[src/rtl/core/assert_macros.svh]
// Assertion macros shared by the rasterizer RTL modules.
`ifndef ASSERT_MACROS_SVH
`define ASSERT_MACROS_SVH

// Check the consequent in the same cycle as the antecedent.
`define MER_ASSERT_NOW(name, ante, cons) \
    name: assert property (@(posedge i_clk) disable iff (!i_rst_n) (ante) |-> (cons)) \
        else $error("rasterizer assertion failed");

// Check the consequent in the cycle after the antecedent.
`define MER_ASSERT_NEXT(name, ante, cons) \
    name: assert property (@(posedge i_clk) disable iff (!i_rst_n) (ante) |=> (cons)) \
        else $error("rasterizer assertion failed");

`endif

[src/rtl/core/mer_pkg.sv]
// Shared widths, command codes and interface structs of the ellipse rasterizer.
package mer_pkg;

    // Field and storage widths
    localparam int COORD_W    = 10;
    localparam int RAD_W      = 9;
    localparam int PIX_W      = 12;
    localparam int SQ_W       = 2 * RAD_W;
    localparam int DEC_W      = 44;
    localparam int CFG_IDX_W  = 2;
    localparam int CFG_DATA_W = COORD_W;

    // Multiplier operand and product widths
    localparam int MOPA_W = 2 * (COORD_W + 1);
    localparam int MOPB_W = SQ_W;
    localparam int MUL_W  = MOPA_W + MOPB_W;

    // Widths of held products
    localparam int UX_W = SQ_W + COORD_W + 1;
    localparam int UY_W = SQ_W + COORD_W;
    localparam int SX_W = 2 * (COORD_W + 1);
    localparam int SY_W = 2 * COORD_W;
    localparam int PC_W = 2 * SQ_W;

    // Configuration register indexes
    localparam logic [CFG_IDX_W-1:0] CFG_CENTER_X = 2'd0;
    localparam logic [CFG_IDX_W-1:0] CFG_CENTER_Y = 2'd1;
    localparam logic [CFG_IDX_W-1:0] CFG_SEMI_A   = 2'd2;
    localparam logic [CFG_IDX_W-1:0] CFG_SEMI_B   = 2'd3;

    // Multiplier operations
    localparam logic [2:0] MOP_NONE = 3'd0;
    localparam logic [2:0] MOP_SQ   = 3'd1;  // a*a, b*b
    localparam logic [2:0] MOP_CMP  = 3'd2;  // b2*x, a2*y
    localparam logic [2:0] MOP_UPD  = 3'd3;  // b2*(x+1), a2*(y-1)
    localparam logic [2:0] MOP_SXY  = 3'd4;  // (2x+1)^2, (y-1)^2
    localparam logic [2:0] MOP_TERM = 3'd5;  // b2*(2x+1)^2, a2*(y-1)^2
    localparam logic [2:0] MOP_AB   = 3'd6;  // a2*b2
    localparam logic [2:0] MOP_A2B  = 3'd7;  // a2*b

    // Decision register operations
    localparam logic [1:0] DEC_HOLD    = 2'd0;
    localparam logic [1:0] DEC_RESTART = 2'd1;
    localparam logic [1:0] DEC_SWITCH  = 2'd2;
    localparam logic [1:0] DEC_STEP    = 2'd3;

    typedef struct packed {
        logic [2:0] mul_op;
        logic [1:0] dec_op;
    } t_dp_cmd;

    typedef struct packed {
        logic finished;
        logic region2;
        logic ge;
    } t_dp_stat;

    typedef struct packed {
        logic start_pts;
        logic start_done;
    } t_emit_cmd;

endpackage

[src/rtl/core/mer_ctrl.sv]
// Controller state machine: sequences multiplies, decision updates and point emission.
`include "assert_macros.svh"

module mer_ctrl (
    input  logic                i_clk,
    input  logic                i_rst_n,
    input  logic                i_tvalid,
    output logic                o_tready,
    input  logic                i_restart,
    input  mer_pkg::t_dp_stat   i_stat,
    input  logic                i_emit_busy,
    output mer_pkg::t_dp_cmd    o_dp_cmd,
    output mer_pkg::t_emit_cmd  o_emit_cmd
);

    localparam logic [3:0] S_IDLE  = 4'd0;
    localparam logic [3:0] S_SQ    = 4'd1;
    localparam logic [3:0] S_CMP   = 4'd2;
    localparam logic [3:0] S_UPD   = 4'd3;
    localparam logic [3:0] S_SXY   = 4'd4;
    localparam logic [3:0] S_TERM  = 4'd5;
    localparam logic [3:0] S_AB    = 4'd6;
    localparam logic [3:0] S_SWLD  = 4'd7;
    localparam logic [3:0] S_APPLY = 4'd8;
    localparam logic [3:0] S_A2B   = 4'd9;
    localparam logic [3:0] S_RLD   = 4'd10;

    logic [3:0] r_state;
    logic [3:0] n_state;
    logic       r_restart;
    logic       n_restart;
    logic       w_accept;
    logic       w_switch;

    // Take a request only when idle and the emitter has room
    assign o_tready = (r_state == S_IDLE) && !i_emit_busy;
    assign w_accept = i_tvalid && o_tready;
    assign w_switch = !i_stat.region2 && i_stat.ge;

    // Start point or done emission on a step request
    assign o_emit_cmd.start_pts  = w_accept && !i_restart && !i_stat.finished;
    assign o_emit_cmd.start_done = w_accept && !i_restart && i_stat.finished;

    // Next state and datapath commands
    always_comb begin
        n_state          = r_state;
        n_restart        = r_restart;
        o_dp_cmd.mul_op  = mer_pkg::MOP_NONE;
        o_dp_cmd.dec_op  = mer_pkg::DEC_HOLD;
        case (r_state)
            S_IDLE: begin
                if (w_accept && (i_restart || !i_stat.finished)) begin
                    n_state   = S_SQ;
                    n_restart = i_restart;
                end
            end
            S_SQ: begin
                o_dp_cmd.mul_op = mer_pkg::MOP_SQ;
                n_state = r_restart ? S_A2B : S_CMP;
            end
            S_CMP: begin
                o_dp_cmd.mul_op = mer_pkg::MOP_CMP;
                n_state = S_UPD;
            end
            S_UPD: begin
                o_dp_cmd.mul_op = mer_pkg::MOP_UPD;
                n_state = w_switch ? S_SXY : S_APPLY;
            end
            S_SXY: begin
                o_dp_cmd.mul_op = mer_pkg::MOP_SXY;
                n_state = S_TERM;
            end
            S_TERM: begin
                o_dp_cmd.mul_op = mer_pkg::MOP_TERM;
                n_state = S_AB;
            end
            S_AB: begin
                o_dp_cmd.mul_op = mer_pkg::MOP_AB;
                n_state = S_SWLD;
            end
            S_SWLD: begin
                o_dp_cmd.dec_op = mer_pkg::DEC_SWITCH;
                n_state = S_APPLY;
            end
            S_APPLY: begin
                // Hold x and y until the last point has been taken by the emitter
                if (!i_emit_busy) begin
                    o_dp_cmd.dec_op = mer_pkg::DEC_STEP;
                    n_state = S_IDLE;
                end
            end
            S_A2B: begin
                o_dp_cmd.mul_op = mer_pkg::MOP_A2B;
                n_state = S_RLD;
            end
            S_RLD: begin
                o_dp_cmd.dec_op = mer_pkg::DEC_RESTART;
                n_state = S_IDLE;
            end
            default: begin
                n_state = S_IDLE;
            end
        endcase
    end

    // State registers
    always_ff @(posedge i_clk) begin
        if (!i_rst_n) begin
            r_state   <= S_IDLE;
            r_restart <= 1'b0;
        end else begin
            r_state   <= n_state;
            r_restart <= n_restart;
        end
    end

    `MER_ASSERT_NEXT(a_restart_path, w_accept && i_restart, r_state == S_SQ && r_restart)
    `MER_ASSERT_NEXT(a_apply_waits, r_state == S_APPLY && i_emit_busy, r_state == S_APPLY)

endmodule

[src/rtl/core/mer_datapath.sv]
// Datapath: shared multiplier lanes, product registers, position and decision state.
`include "assert_macros.svh"

module mer_datapath (
    input  logic                            i_clk,
    input  logic                            i_rst_n,
    input  mer_pkg::t_dp_cmd                i_cmd,
    input  logic [mer_pkg::RAD_W-1:0]       i_semi_a,
    input  logic [mer_pkg::RAD_W-1:0]       i_semi_b,
    output mer_pkg::t_dp_stat               o_stat,
    output logic [mer_pkg::COORD_W-1:0]     o_x,
    output logic [mer_pkg::COORD_W-1:0]     o_y
);

    localparam int COORD_W = mer_pkg::COORD_W;
    localparam int DEC_W   = mer_pkg::DEC_W;
    localparam int MOPA_W  = mer_pkg::MOPA_W;
    localparam int MOPB_W  = mer_pkg::MOPB_W;
    localparam int MUL_W   = mer_pkg::MUL_W;
    localparam int SQ_W    = mer_pkg::SQ_W;

    // Products
    logic [SQ_W-1:0]          r_a2;
    logic [SQ_W-1:0]          r_b2;
    logic [MUL_W-1:0]         r_pa;
    logic [MUL_W-1:0]         r_pb;
    logic [mer_pkg::PC_W-1:0] r_pc;
    logic [mer_pkg::UX_W-1:0] r_ux;
    logic [mer_pkg::UY_W-1:0] r_uy;
    logic [mer_pkg::SX_W-1:0] r_sx;
    logic [mer_pkg::SY_W-1:0] r_sy;

    // Walk state
    logic [COORD_W-1:0]      r_x;
    logic [COORD_W-1:0]      r_y;
    logic signed [DEC_W-1:0] r_dec;
    logic                    r_region2;
    logic                    r_finished;
    logic [COORD_W-1:0]      n_x;
    logic [COORD_W-1:0]      n_y;
    logic signed [DEC_W-1:0] n_dec;
    logic                    n_region2;
    logic                    n_finished;

    // Multiplier lanes
    logic [MOPA_W-1:0] w_opa1;
    logic [MOPB_W-1:0] w_opa2;
    logic [MOPA_W-1:0] w_opb1;
    logic [MOPB_W-1:0] w_opb2;
    logic [MUL_W-1:0]  w_prod_a;
    logic [MUL_W-1:0]  w_prod_b;

    logic [COORD_W:0]   w_x_inc;
    logic [COORD_W-1:0] w_y_dec;
    logic [COORD_W-1:0] w_ym1_abs;

    // Scaled decision terms
    logic signed [DEC_W-1:0] w_ux8;
    logic signed [DEC_W-1:0] w_uy8;
    logic signed [DEC_W-1:0] w_a2x4;
    logic signed [DEC_W-1:0] w_b2x4;
    logic signed [DEC_W-1:0] w_a2;
    logic signed [DEC_W-1:0] w_pa;
    logic signed [DEC_W-1:0] w_pb4;
    logic signed [DEC_W-1:0] w_pc4;
    logic                    w_dec_neg;
    logic                    w_dec_zero;

    assign w_x_inc   = {1'b0, r_x} + (COORD_W + 1)'(1);
    assign w_y_dec   = r_y - COORD_W'(1);
    assign w_ym1_abs = (r_y == '0) ? COORD_W'(1) : w_y_dec;

    // Select multiplier operands
    always_comb begin
        w_opa1 = '0;
        w_opa2 = '0;
        w_opb1 = '0;
        w_opb2 = '0;
        case (i_cmd.mul_op)
            mer_pkg::MOP_SQ: begin
                w_opa1 = MOPA_W'(i_semi_a);
                w_opa2 = MOPB_W'(i_semi_a);
                w_opb1 = MOPA_W'(i_semi_b);
                w_opb2 = MOPB_W'(i_semi_b);
            end
            mer_pkg::MOP_CMP: begin
                w_opa1 = MOPA_W'(r_x);
                w_opa2 = r_b2;
                w_opb1 = MOPA_W'(r_y);
                w_opb2 = r_a2;
            end
            mer_pkg::MOP_UPD: begin
                w_opa1 = MOPA_W'(w_x_inc);
                w_opa2 = r_b2;
                w_opb1 = MOPA_W'(w_y_dec);
                w_opb2 = r_a2;
            end
            mer_pkg::MOP_SXY: begin
                w_opa1 = MOPA_W'({r_x, 1'b1});
                w_opa2 = MOPB_W'({r_x, 1'b1});
                w_opb1 = MOPA_W'(w_ym1_abs);
                w_opb2 = MOPB_W'(w_ym1_abs);
            end
            mer_pkg::MOP_TERM: begin
                w_opa1 = MOPA_W'(r_sx);
                w_opa2 = r_b2;
                w_opb1 = MOPA_W'(r_sy);
                w_opb2 = r_a2;
            end
            mer_pkg::MOP_AB: begin
                w_opa1 = MOPA_W'(r_a2);
                w_opa2 = r_b2;
            end
            mer_pkg::MOP_A2B: begin
                w_opa1 = MOPA_W'(i_semi_b);
                w_opa2 = r_a2;
            end
            default: begin
            end
        endcase
    end

    assign w_prod_a = MUL_W'(w_opa1) * MUL_W'(w_opa2);
    assign w_prod_b = MUL_W'(w_opb1) * MUL_W'(w_opb2);

    // Register each product into its holding register
    always_ff @(posedge i_clk) begin
        case (i_cmd.mul_op)
            mer_pkg::MOP_SQ: begin
                r_a2 <= w_prod_a[SQ_W-1:0];
                r_b2 <= w_prod_b[SQ_W-1:0];
            end
            mer_pkg::MOP_CMP, mer_pkg::MOP_TERM: begin
                r_pa <= w_prod_a;
                r_pb <= w_prod_b;
            end
            mer_pkg::MOP_UPD: begin
                r_ux <= w_prod_a[mer_pkg::UX_W-1:0];
                r_uy <= w_prod_b[mer_pkg::UY_W-1:0];
            end
            mer_pkg::MOP_SXY: begin
                r_sx <= w_prod_a[mer_pkg::SX_W-1:0];
                r_sy <= w_prod_b[mer_pkg::SY_W-1:0];
            end
            mer_pkg::MOP_AB, mer_pkg::MOP_A2B: begin
                r_pc <= w_prod_a[mer_pkg::PC_W-1:0];
            end
            default: begin
            end
        endcase
    end

    assign w_ux8  = DEC_W'({r_ux, 3'b000});
    assign w_uy8  = DEC_W'({r_uy, 3'b000});
    assign w_a2x4 = DEC_W'({r_a2, 2'b00});
    assign w_b2x4 = DEC_W'({r_b2, 2'b00});
    assign w_a2   = DEC_W'(r_a2);
    assign w_pa   = DEC_W'(r_pa);
    assign w_pb4  = DEC_W'({r_pb, 2'b00});
    assign w_pc4  = DEC_W'({r_pc, 2'b00});

    assign w_dec_neg  = r_dec[DEC_W-1];
    assign w_dec_zero = (r_dec == '0);

    // Next walk state
    always_comb begin
        n_x        = r_x;
        n_y        = r_y;
        n_dec      = r_dec;
        n_region2  = r_region2;
        n_finished = r_finished;
        case (i_cmd.dec_op)
            mer_pkg::DEC_RESTART: begin
                n_x        = '0;
                n_y        = COORD_W'(i_semi_b);
                n_dec      = w_b2x4 - w_pc4 + w_a2;
                n_region2  = 1'b0;
                n_finished = 1'b0;
            end
            mer_pkg::DEC_SWITCH: begin
                n_dec     = w_pa + w_pb4 - w_pc4;
                n_region2 = 1'b1;
            end
            mer_pkg::DEC_STEP: begin
                if (!r_region2) begin
                    // Region one: x always advances, y drops on a non-negative decision
                    n_x = w_x_inc[COORD_W-1:0];
                    if (w_dec_neg) begin
                        n_dec = r_dec + w_ux8 + w_b2x4;
                    end else begin
                        n_dec = r_dec + w_ux8 - w_uy8 + w_b2x4;
                        n_y   = w_y_dec;
                    end
                end else if (r_y == '0) begin
                    n_finished = 1'b1;
                end else begin
                    // Region two: y always drops, x advances on a non-positive decision
                    n_y = w_y_dec;
                    if (!w_dec_neg && !w_dec_zero) begin
                        n_dec = r_dec + w_a2x4 - w_uy8;
                    end else begin
                        n_dec = r_dec + w_ux8 + w_a2x4 - w_uy8;
                        n_x   = w_x_inc[COORD_W-1:0];
                    end
                end
            end
            default: begin
            end
        endcase
    end

    always_ff @(posedge i_clk) begin
        if (!i_rst_n) begin
            r_x        <= '0;
            r_y        <= '0;
            r_dec      <= '0;
            r_region2  <= 1'b0;
            r_finished <= 1'b1;
        end else begin
            r_x        <= n_x;
            r_y        <= n_y;
            r_dec      <= n_dec;
            r_region2  <= n_region2;
            r_finished <= n_finished;
        end
    end

    assign o_stat.finished = r_finished;
    assign o_stat.region2  = r_region2;
    assign o_stat.ge       = (r_pa >= r_pb);
    assign o_x = r_x;
    assign o_y = r_y;

    `MER_ASSERT_NEXT(a_r1_x_adv, i_cmd.dec_op == mer_pkg::DEC_STEP && !r_region2, r_x == $past(r_x) + 1'b1)

endmodule

[src/rtl/core/mer_emit.sv]
// Point emitter: produces the four mirrored points or the done result into an output register.
`include "assert_macros.svh"

module mer_emit (
    input  logic                            i_clk,
    input  logic                            i_rst_n,
    input  mer_pkg::t_emit_cmd              i_cmd,
    input  logic [mer_pkg::COORD_W-1:0]     i_center_x,
    input  logic [mer_pkg::COORD_W-1:0]     i_center_y,
    input  logic [mer_pkg::COORD_W-1:0]     i_x,
    input  logic [mer_pkg::COORD_W-1:0]     i_y,
    output logic                            o_busy,
    output logic                            o_tvalid,
    input  logic                            i_tready,
    output logic [mer_pkg::PIX_W-1:0]       o_px,
    output logic [mer_pkg::PIX_W-1:0]       o_py,
    output logic                            o_last,
    output logic                            o_done
);

    localparam int PIX_W = mer_pkg::PIX_W;

    localparam logic [1:0] PT_PP = 2'd0;  // (h+x, k+y)
    localparam logic [1:0] PT_MM = 2'd1;  // (h-x, k-y)
    localparam logic [1:0] PT_PM = 2'd2;  // (h+x, k-y)
    localparam logic [1:0] PT_MP = 2'd3;  // (h-x, k+y)

    logic             r_busy;
    logic [1:0]       r_cnt;
    logic             r_mode_done;
    logic             r_valid;
    logic [PIX_W-1:0] r_px;
    logic [PIX_W-1:0] r_py;
    logic             r_last;
    logic             r_done;

    logic             w_load;
    logic             w_last;
    logic [PIX_W-1:0] w_px;
    logic [PIX_W-1:0] w_py;
    logic [PIX_W-1:0] w_hx_p;
    logic [PIX_W-1:0] w_hx_m;
    logic [PIX_W-1:0] w_ky_p;
    logic [PIX_W-1:0] w_ky_m;

    // Load the output register when it is empty or being drained
    assign w_load = r_busy && (!r_valid || i_tready);
    assign w_last = r_mode_done || (r_cnt == PT_MP);
    // Busy as seen after this edge
    assign o_busy = r_busy && !(w_load && w_last);

    assign w_hx_p = PIX_W'(i_center_x) + PIX_W'(i_x);
    assign w_hx_m = PIX_W'(i_center_x) - PIX_W'(i_x);
    assign w_ky_p = PIX_W'(i_center_y) + PIX_W'(i_y);
    assign w_ky_m = PIX_W'(i_center_y) - PIX_W'(i_y);

    // Pick the mirrored point for this slot
    always_comb begin
        case (r_cnt)
            PT_PP: begin
                w_px = w_hx_p;
                w_py = w_ky_p;
            end
            PT_MM: begin
                w_px = w_hx_m;
                w_py = w_ky_m;
            end
            PT_PM: begin
                w_px = w_hx_p;
                w_py = w_ky_m;
            end
            PT_MP: begin
                w_px = w_hx_m;
                w_py = w_ky_p;
            end
            default: begin
                w_px = '0;
                w_py = '0;
            end
        endcase
        if (r_mode_done) begin
            w_px = '0;
            w_py = '0;
        end
    end

    // Sequence the slots; a new start overrides the final load
    always_ff @(posedge i_clk) begin
        if (!i_rst_n) begin
            r_busy      <= 1'b0;
            r_cnt       <= PT_PP;
            r_mode_done <= 1'b0;
        end else begin
            if (w_load) begin
                if (w_last) begin
                    r_busy <= 1'b0;
                end else begin
                    r_cnt <= r_cnt + 2'd1;
                end
            end
            if (i_cmd.start_pts) begin
                r_busy      <= 1'b1;
                r_cnt       <= PT_PP;
                r_mode_done <= 1'b0;
            end else if (i_cmd.start_done) begin
                r_busy      <= 1'b1;
                r_cnt       <= PT_PP;
                r_mode_done <= 1'b1;
            end
        end
    end

    // Output valid
    always_ff @(posedge i_clk) begin
        if (!i_rst_n) begin
            r_valid <= 1'b0;
        end else if (w_load) begin
            r_valid <= 1'b1;
        end else if (i_tready) begin
            r_valid <= 1'b0;
        end
    end

    // Output payload
    always_ff @(posedge i_clk) begin
        if (w_load) begin
            r_px   <= w_px;
            r_py   <= w_py;
            r_last <= w_last;
            r_done <= r_mode_done;
        end
    end

    assign o_tvalid = r_valid;
    assign o_px     = r_px;
    assign o_py     = r_py;
    assign o_last   = r_last;
    assign o_done   = r_done;

    `MER_ASSERT_NOW(a_done_is_last, r_valid && r_done, r_last)
    `MER_ASSERT_NEXT(a_last_ends, w_load && w_last && !i_cmd.start_pts && !i_cmd.start_done, !r_busy)

endmodule

[src/rtl/core/midpoint_ellipse_rasterizer.sv]
// Step request: acceptance starts the emitter, whose output register then takes the first point;
// the four points follow on consecutive cycles while the result side is ready. A step passes
// the idle, SQ, CMP, UPD and APPLY states, plus SXY, TERM, AB and SWLD when it enters region two;
// a restart passes SQ, A2B and RLD. After the ellipse ends each step gives one done result.
// Reset is synchronous, active low: state registers clear to zero; the walk is marked finished.
// Top level: configuration registers, controller, datapath and point emitter.
module midpoint_ellipse_rasterizer (
    input  logic                              i_clk,
    input  logic                              i_rst_n,
    // Configuration write port
    input  logic                              i_cfg_we,
    input  logic [mer_pkg::CFG_IDX_W-1:0]     i_cfg_idx,
    input  logic [mer_pkg::CFG_DATA_W-1:0]    i_cfg_data,
    // Request stream
    input  logic                              s_axis_tvalid,
    output logic                              s_axis_tready,
    input  logic [7:0]                        s_axis_tdata,   // [0] restart, [7:1] zero
    // Result stream
    output logic                              m_axis_tvalid,
    input  logic                              m_axis_tready,
    output logic [2*mer_pkg::PIX_W-1:0]       m_axis_tdata,   // [11:0] pixel_x, [23:12] pixel_y
    output logic                              m_axis_tlast,   // last_of_step
    output logic                              m_axis_tuser    // done_res
);

    logic [mer_pkg::COORD_W-1:0] r_center_x;
    logic [mer_pkg::COORD_W-1:0] r_center_y;
    logic [mer_pkg::RAD_W-1:0]   r_semi_a;
    logic [mer_pkg::RAD_W-1:0]   r_semi_b;

    mer_pkg::t_dp_cmd   w_dp_cmd;
    mer_pkg::t_dp_stat  w_dp_stat;
    mer_pkg::t_emit_cmd w_emit_cmd;
    logic                        w_emit_busy;
    logic [mer_pkg::COORD_W-1:0] w_x;
    logic [mer_pkg::COORD_W-1:0] w_y;
    logic [mer_pkg::PIX_W-1:0]   w_px;
    logic [mer_pkg::PIX_W-1:0]   w_py;

    // Configuration registers
    always_ff @(posedge i_clk) begin
        if (!i_rst_n) begin
            r_center_x <= '0;
            r_center_y <= '0;
            r_semi_a   <= '0;
            r_semi_b   <= '0;
        end else if (i_cfg_we) begin
            case (i_cfg_idx)
                mer_pkg::CFG_CENTER_X: r_center_x <= i_cfg_data[mer_pkg::COORD_W-1:0];
                mer_pkg::CFG_CENTER_Y: r_center_y <= i_cfg_data[mer_pkg::COORD_W-1:0];
                mer_pkg::CFG_SEMI_A:   r_semi_a   <= i_cfg_data[mer_pkg::RAD_W-1:0];
                mer_pkg::CFG_SEMI_B:   r_semi_b   <= i_cfg_data[mer_pkg::RAD_W-1:0];
                default: begin
                end
            endcase
        end
    end

    mer_ctrl u_ctrl (
        .i_clk       (i_clk),
        .i_rst_n     (i_rst_n),
        .i_tvalid    (s_axis_tvalid),
        .o_tready    (s_axis_tready),
        .i_restart   (s_axis_tdata[0]),
        .i_stat      (w_dp_stat),
        .i_emit_busy (w_emit_busy),
        .o_dp_cmd    (w_dp_cmd),
        .o_emit_cmd  (w_emit_cmd)
    );

    mer_datapath u_datapath (
        .i_clk    (i_clk),
        .i_rst_n  (i_rst_n),
        .i_cmd    (w_dp_cmd),
        .i_semi_a (r_semi_a),
        .i_semi_b (r_semi_b),
        .o_stat   (w_dp_stat),
        .o_x      (w_x),
        .o_y      (w_y)
    );

    mer_emit u_emit (
        .i_clk      (i_clk),
        .i_rst_n    (i_rst_n),
        .i_cmd      (w_emit_cmd),
        .i_center_x (r_center_x),
        .i_center_y (r_center_y),
        .i_x        (w_x),
        .i_y        (w_y),
        .o_busy     (w_emit_busy),
        .o_tvalid   (m_axis_tvalid),
        .i_tready   (m_axis_tready),
        .o_px       (w_px),
        .o_py       (w_py),
        .o_last     (m_axis_tlast),
        .o_done     (m_axis_tuser)
    );

    // Pack the point, x in the low bits
    assign m_axis_tdata = {w_py, w_px};

endmodule

[config.mk]
export PLATFORM = sky130hd
export DESIGN_NAME = midpoint_ellipse_rasterizer
export DESIGN_NICKNAME = d
export VERILOG_FILES = /design/src/rtl/core/mer_pkg.sv /design/src/rtl/core/mer_ctrl.sv /design/src/rtl/core/mer_datapath.sv /design/src/rtl/core/mer_emit.sv /design/src/rtl/core/midpoint_ellipse_rasterizer.sv
export VERILOG_INCLUDE_DIRS = /design/src /design/src/rtl/core
export SDC_FILE = /design/constraint.sdc
export NUM_CORES = 2
export LEC_CHECK = 0
export BUFFER_PORTS_ARGS = -buffer_cell sky130_fd_sc_hd__buf_2
export CORE_MARGIN = 8
export CORE_UTILIZATION = 50
export CTS_CLUSTER_DIAMETER = 150
export DETAILED_ROUTE_END_ITERATION = 16
export PLACE_DENSITY = 0.65
export SLEW_MARGIN = 20
export SYNTH_ARGS = -nofsm -noshare
export SYNTH_HDL_FRONTEND = slang
export SYNTH_HIERARCHICAL = 1
export SYNTH_SLANG_ARGS = --single-unit
[constraint.sdc]
create_clock -name i_clk -period 13.1 [get_ports i_clk]
set_clock_uncertainty 0.15 [all_clocks]
set_input_delay 2.62 -clock i_clk [delete_from_list [all_inputs] [get_ports i_clk]]
set_output_delay 2.62 -clock i_clk [all_outputs]
set_load 0.01 [all_outputs]
# After elaboration in Yosys (flattened, before gate mapping)
# Index checks and enable logic that the tools add are counted.
# classes
eq_ne,33
mul,2
reduce_logical,55
n_mux,38
n_lt_le_gt_ge,1
addsub,19
bitwise,2
# op_table
operator,n
adder 44 x 21 -> 44 bit,4
2-to-1 mux 44 bit,4
case mux 22 bit (7 select lines),1
case mux 44 bit (3 select lines),1
subtractor 44 x 32 -> 44 bit,3
case mux 20 bit (5 select lines),1
case mux 18 bit (4 select lines),1
2-to-1 mux 10 bit,7
case mux 18 bit (3 select lines),1
case mux 12 bit (2 select lines),2
adder 44 x 19 -> 44 bit,1
adder 44 x 33 -> 44 bit,1
logical NOT 44 bit,1
subtractor 44 x 39 -> 44 bit,1
adder 40 x 42 -> 43 bit,1
greater-or-equal comparator 40 bit,1
multiplier 22 x 18 -> 40 bit,1
case mux 10 bit (2 select lines),2
case mux 4 bit (10 select lines),1
subtractor 20 x 38 -> 39 bit,1
multiplier 20 x 18 -> 38 bit,1
adder 10 x 10 -> 11 bit,2
subtractor 10 x 10 -> 11 bit,2
case mux 3 bit (7 select lines),1
other kinds (34),108
# word_totals
reg_bits,391
wordCells,178
output_inout_bits,28

# Longest topological paths before layout
# logic_depth
word_depth,13
mapped_depth,39
ltp_nobuf,35

# Cells and area by module
# Netlist, hierarchy kept.
# modules_own_cells
mod,seq_area_each_um2,cells_per_inst,area_each_um2,n_inst
mer_datapath,8858.5,6630,56359.1,1
mer_emit,880.8,332,2931.6,1
midpoint_ellipse_rasterizer,760.7,137,1402.6,1
mer_ctrl,100.1,56,431.7,1

# Least setup slack after synthesis
# Ideal clock, no wire load.
# synth_path
kind,reg2reg
startpoint,reg u_ctrl.r_state[0]
endpoint,"reg u_datapath.r_pa[38], data pin"
n_path_buf,4
synth_period_minus_slack_ns,9.952
stages_incl_launch_ff,34
arrival_ns,9.544
required_time_ns,12.692
setup_ns,0.258
slack_ns,3.148
cell_sequence,dfxtp_1 > buf_2 > nand2_1 > a32o_1 > clkbuf_1 > inv_1 > clkbuf_1 > nor2_1 > nand2_1 > clkinv_1 > a222oi_1 > nor2_1 > clkbuf_1 > nand2_1 > fa_1 > inv_1 > fa_1 > inv_1 > fa_1 > fa_1 > fa_1 > inv_1 > fa_1 > ha_1 > a21o_1 > a21o_1 > or4_1 > o41ai_1 > o31ai_1 > a31oi_1 > o211a_1 > o21bai_1 > a21oi_1 > xnor2_1
# synth_lines
item,line_no,source
"start, declared",mer_ctrl.sv:28,logic [3:0] r_state;
"start signal, assigned",mer_ctrl.sv:112,r_state <= n_state;
"end signal, assigned",mer_datapath.sv:134,r_pa <= w_prod_a;
"end, declared",mer_datapath.sv:25,logic [MUL_W-1:0] r_pa;

==> flow_summary.json <==
{
  "ys.flop_type": "edfxtp_1",
  "ys_seq_area_share_pct": 17.3,
  "holdBufCountCts": 0,
  "gr-total-overflow": 0,
  "setup_tns_ns": 0,
  "synth_nets": 8489,
  "yosysWarningCount": 6,
  "max_cap_viol_count": 0,
  "die_w_um": 366,
  "critPathLaunchType": "flop",
  "cts_max_path_buffers": 3,
  "ys_ff_latch": 391,
  "rsz0062_at_grt": "false",
  "status": "completed",
  "drc": 0,
  "die_area_um2": 134000,
  "ys_top_cells_by_area": "fa_1 23%, edfxtp_1 14%, ha_1 12%, inv_1 7.2%, nand2_1 5.0%",
  "grt_pass1_wl_um": 305000,
  "via_per_inst": 5.94,
  "netlist_area_um2": 61100,
  "synth-edff-count": 277,
  "endpoint_kind": "flop",
  "htreeDepth": 2,
  "fin_nets": 8397,
  "vias": 51900,
  "layout_common_cells": "1,174 x inv_1, 809 x nand2_1, 704 x fa_1",
  "yosysTopAreaCell": "fa_1",
  "internal_power_w": 0.00248,
  "dr.first_iter.drc_count": 5363,
  "clk_pin_slew_worst_paths_ns": 0.06,
  "clk-insertion-delay-late_ns": 0.59,
  "p_switching_w": 0.00129,
  "root_buffer": "clkbuf_16",
  "async_flop_share_pct": 0,
  "crit_type": "reg2reg",
  "fin_crit_ns": 11.00,
  "finalHoldViolations": 0,
  "grt_usage_pct": 29.6,
  "final_antenna_net_count": 0,
  "hold_path.class": "reg2reg",
  "peakVddDrop_uv": 80.1,
  "num_io_pins": 53,
  "dpl.hpwl_um": 163000,
  "post_drt_wl_per_cell_um": 22.9,
  "slew_violations": 0,
  "initial_core_util_pct": 50.3,
  "final_common_cell": "inv_1",
  "required_ns": 13.29,
  "cts_resized": 0,
  "slew_headroom_pct": 22.9,
  "p_leak_nw": 30.0,
  "slowest_delay_ns": 0.72,
  "io_buffers": 45,
  "syn_inst": 7155,
  "cts_buffers": 42,
  "setup_viol": 0,
  "cts_tree": "built",
  "synth_top_area_share_pct": 23.1,
  "first_pass_iters": 6,
  "swShare_pct": 34.2,
  "grt_pass1_vias": 51300,
  "p_clk_share_pct": 34.5,
  "min_period_over_period_pct": 84.0,
  "crit_arrival_ns": 11.19,
  "gp_congestion": 0.973,
  "cp_max_fo": 37,
  "grt_max_degree": 59,
  "max_freq_mhz": 90.9,
  "antenna_found_initial": 5,
  "layout-drive-gt1-share_pct": 5.11,
  "wl_um": 200000,
  "timing.critical_path.mode_cell": "fa_1",
  "synth.distinct_cells": 121,
  "area_growth_pct": 5.67,
  "p_comb_share_pct": 28.0,
  "finalPower_w": 0.00377,
  "row_count": 128,
  "cts_setup_buffers": 0,
  "clock_sinks": 391,
  "power.density_nw_per_um2": 58.3,
  "syn_avg_cell_area_um2": 8.54,
  "whs_ns": 0.327,
  "seqPwrFrac_pct": 37.4,
  "slowest_stage": "o41ai_1",
  "die_h_um": 366,
  "fp.coreArea_um2": 122000,
  "utilization_pct": 53.1,
  "worst_pin_slew_ns": 1.15
}
-- power groups by stage --
stage          Clock, W  Sequential [W]  Combinational (W)
2_1_floorplan         0         0.00141           0.000737
3_3_place_gp          0         0.00143            0.00102
3_5_place_dp          0         0.00143            0.00103
4_1_cts         0.00132         0.00141            0.00103
5_1_grt         0.00136         0.00141            0.00115
6_report        0.00130         0.00141            0.00106
-- per-stage QoR --
step	area, um2	setup WS, ns	std cells
2_1_floorplan	61100	3.15	7155
5_1_grt	64600	1.63	8722
3_3_place_gp	63100	2.37	8643
4_1_cts	64600	2.25	8722
6_report	64600	2.10	8724
3_5_place_dp	63100	2.28	8644
-- Yosys cell counts (all sizes together), types with 46 or more instances --
library cell,n
inv,1177
nand2,810
fa,704
ha,605
nor2,591
a21oi,405
o21ai,308
edfxtp,277
xnor2,234
clkbuf,232
a21o,145
nand3,118
dfxtp,114
xor2,102
nand2b,88
nor2b,83
a31oi,82
nor3,82
and2,77
mux2i,75
o211ai,62
a211oi,61
o21bai,61
o21a,55
buf,46
-- worst paths after layout --
path	start	end	cells past startpoint	slack [ns]
max	u_ctrl/r_state[2]$_SDFFE_PN0P_	u_datapath/r_pa[38]$_DFFE_PP_	30	2.10
min	r_center_y[0]$_SDFFE_PN0P_	r_center_y[0]$_SDFFE_PN0P_	2	0.33
max reg2reg	u_ctrl/r_state[2]$_SDFFE_PN0P_	u_datapath/r_pa[38]$_DFFE_PP_	30	2.10
min reg2reg	r_center_y[0]$_SDFFE_PN0P_	r_center_y[0]$_SDFFE_PN0P_	2	0.33
-- critical path, delay by kind of cell, from the launching register on --
family,cells,cell delay [ns]
AO/OA/AOI/OAI,11,3.57
adder cells (fa/ha/maj),7,3.33
AND/OR/NAND/NOR,6,2.31
buffers and inverters,5,0.65
flip-flops,1,0.63
XOR/XNOR,1,0.08
-- per-layer routing --
layer  vias to the layer above  wire [um]  GRT usage [%]
met5                         -         26              0
met4                         4       8490           11.0
met3                       391      17400           4.21
met2                      2244      86400           45.8
met1                     25600      87100           42.0
li1                      23600          -              -
-- state kept, by name, summed over array words and instances (netlist names), 18 cells and up --
name,flops
u_datapath/r_pa,40
u_datapath/r_uy,28
u_datapath/r_sy,20
u_datapath/r_sx,22
u_datapath/r_b2,18
u_datapath/r_dec,44
u_datapath/r_ux,29
u_datapath/r_pc,36
u_datapath/r_pb,40
u_datapath/r_a2,18
-- cell families after synthesis --
logic type	Yosys count	share of synthesized area [%]
muxes	82	1.36
xor gates and xnor gates	338	4.92
adders and majority gates	1309	35.4
buffers and inverters	1456	9.12
DFF	391	17.3
AOI/OAI and AO/OA	1485	16.0
and+or+nand+nor	2094	15.8
-- area by class of cell --
cell class,count,area (um2)
Inverter,1178,4420
Clock buffer,54,1190
Fill cell,11400,57000
Sequential cell,391,10600
Timing Repair Buffer,142,953
Multi-Input combinational cell,5308,45100
Tap cell,1625,2030
Clock inverter,24,288
Antenna cell,2,5.00
(Power assumes the default switching activity.)
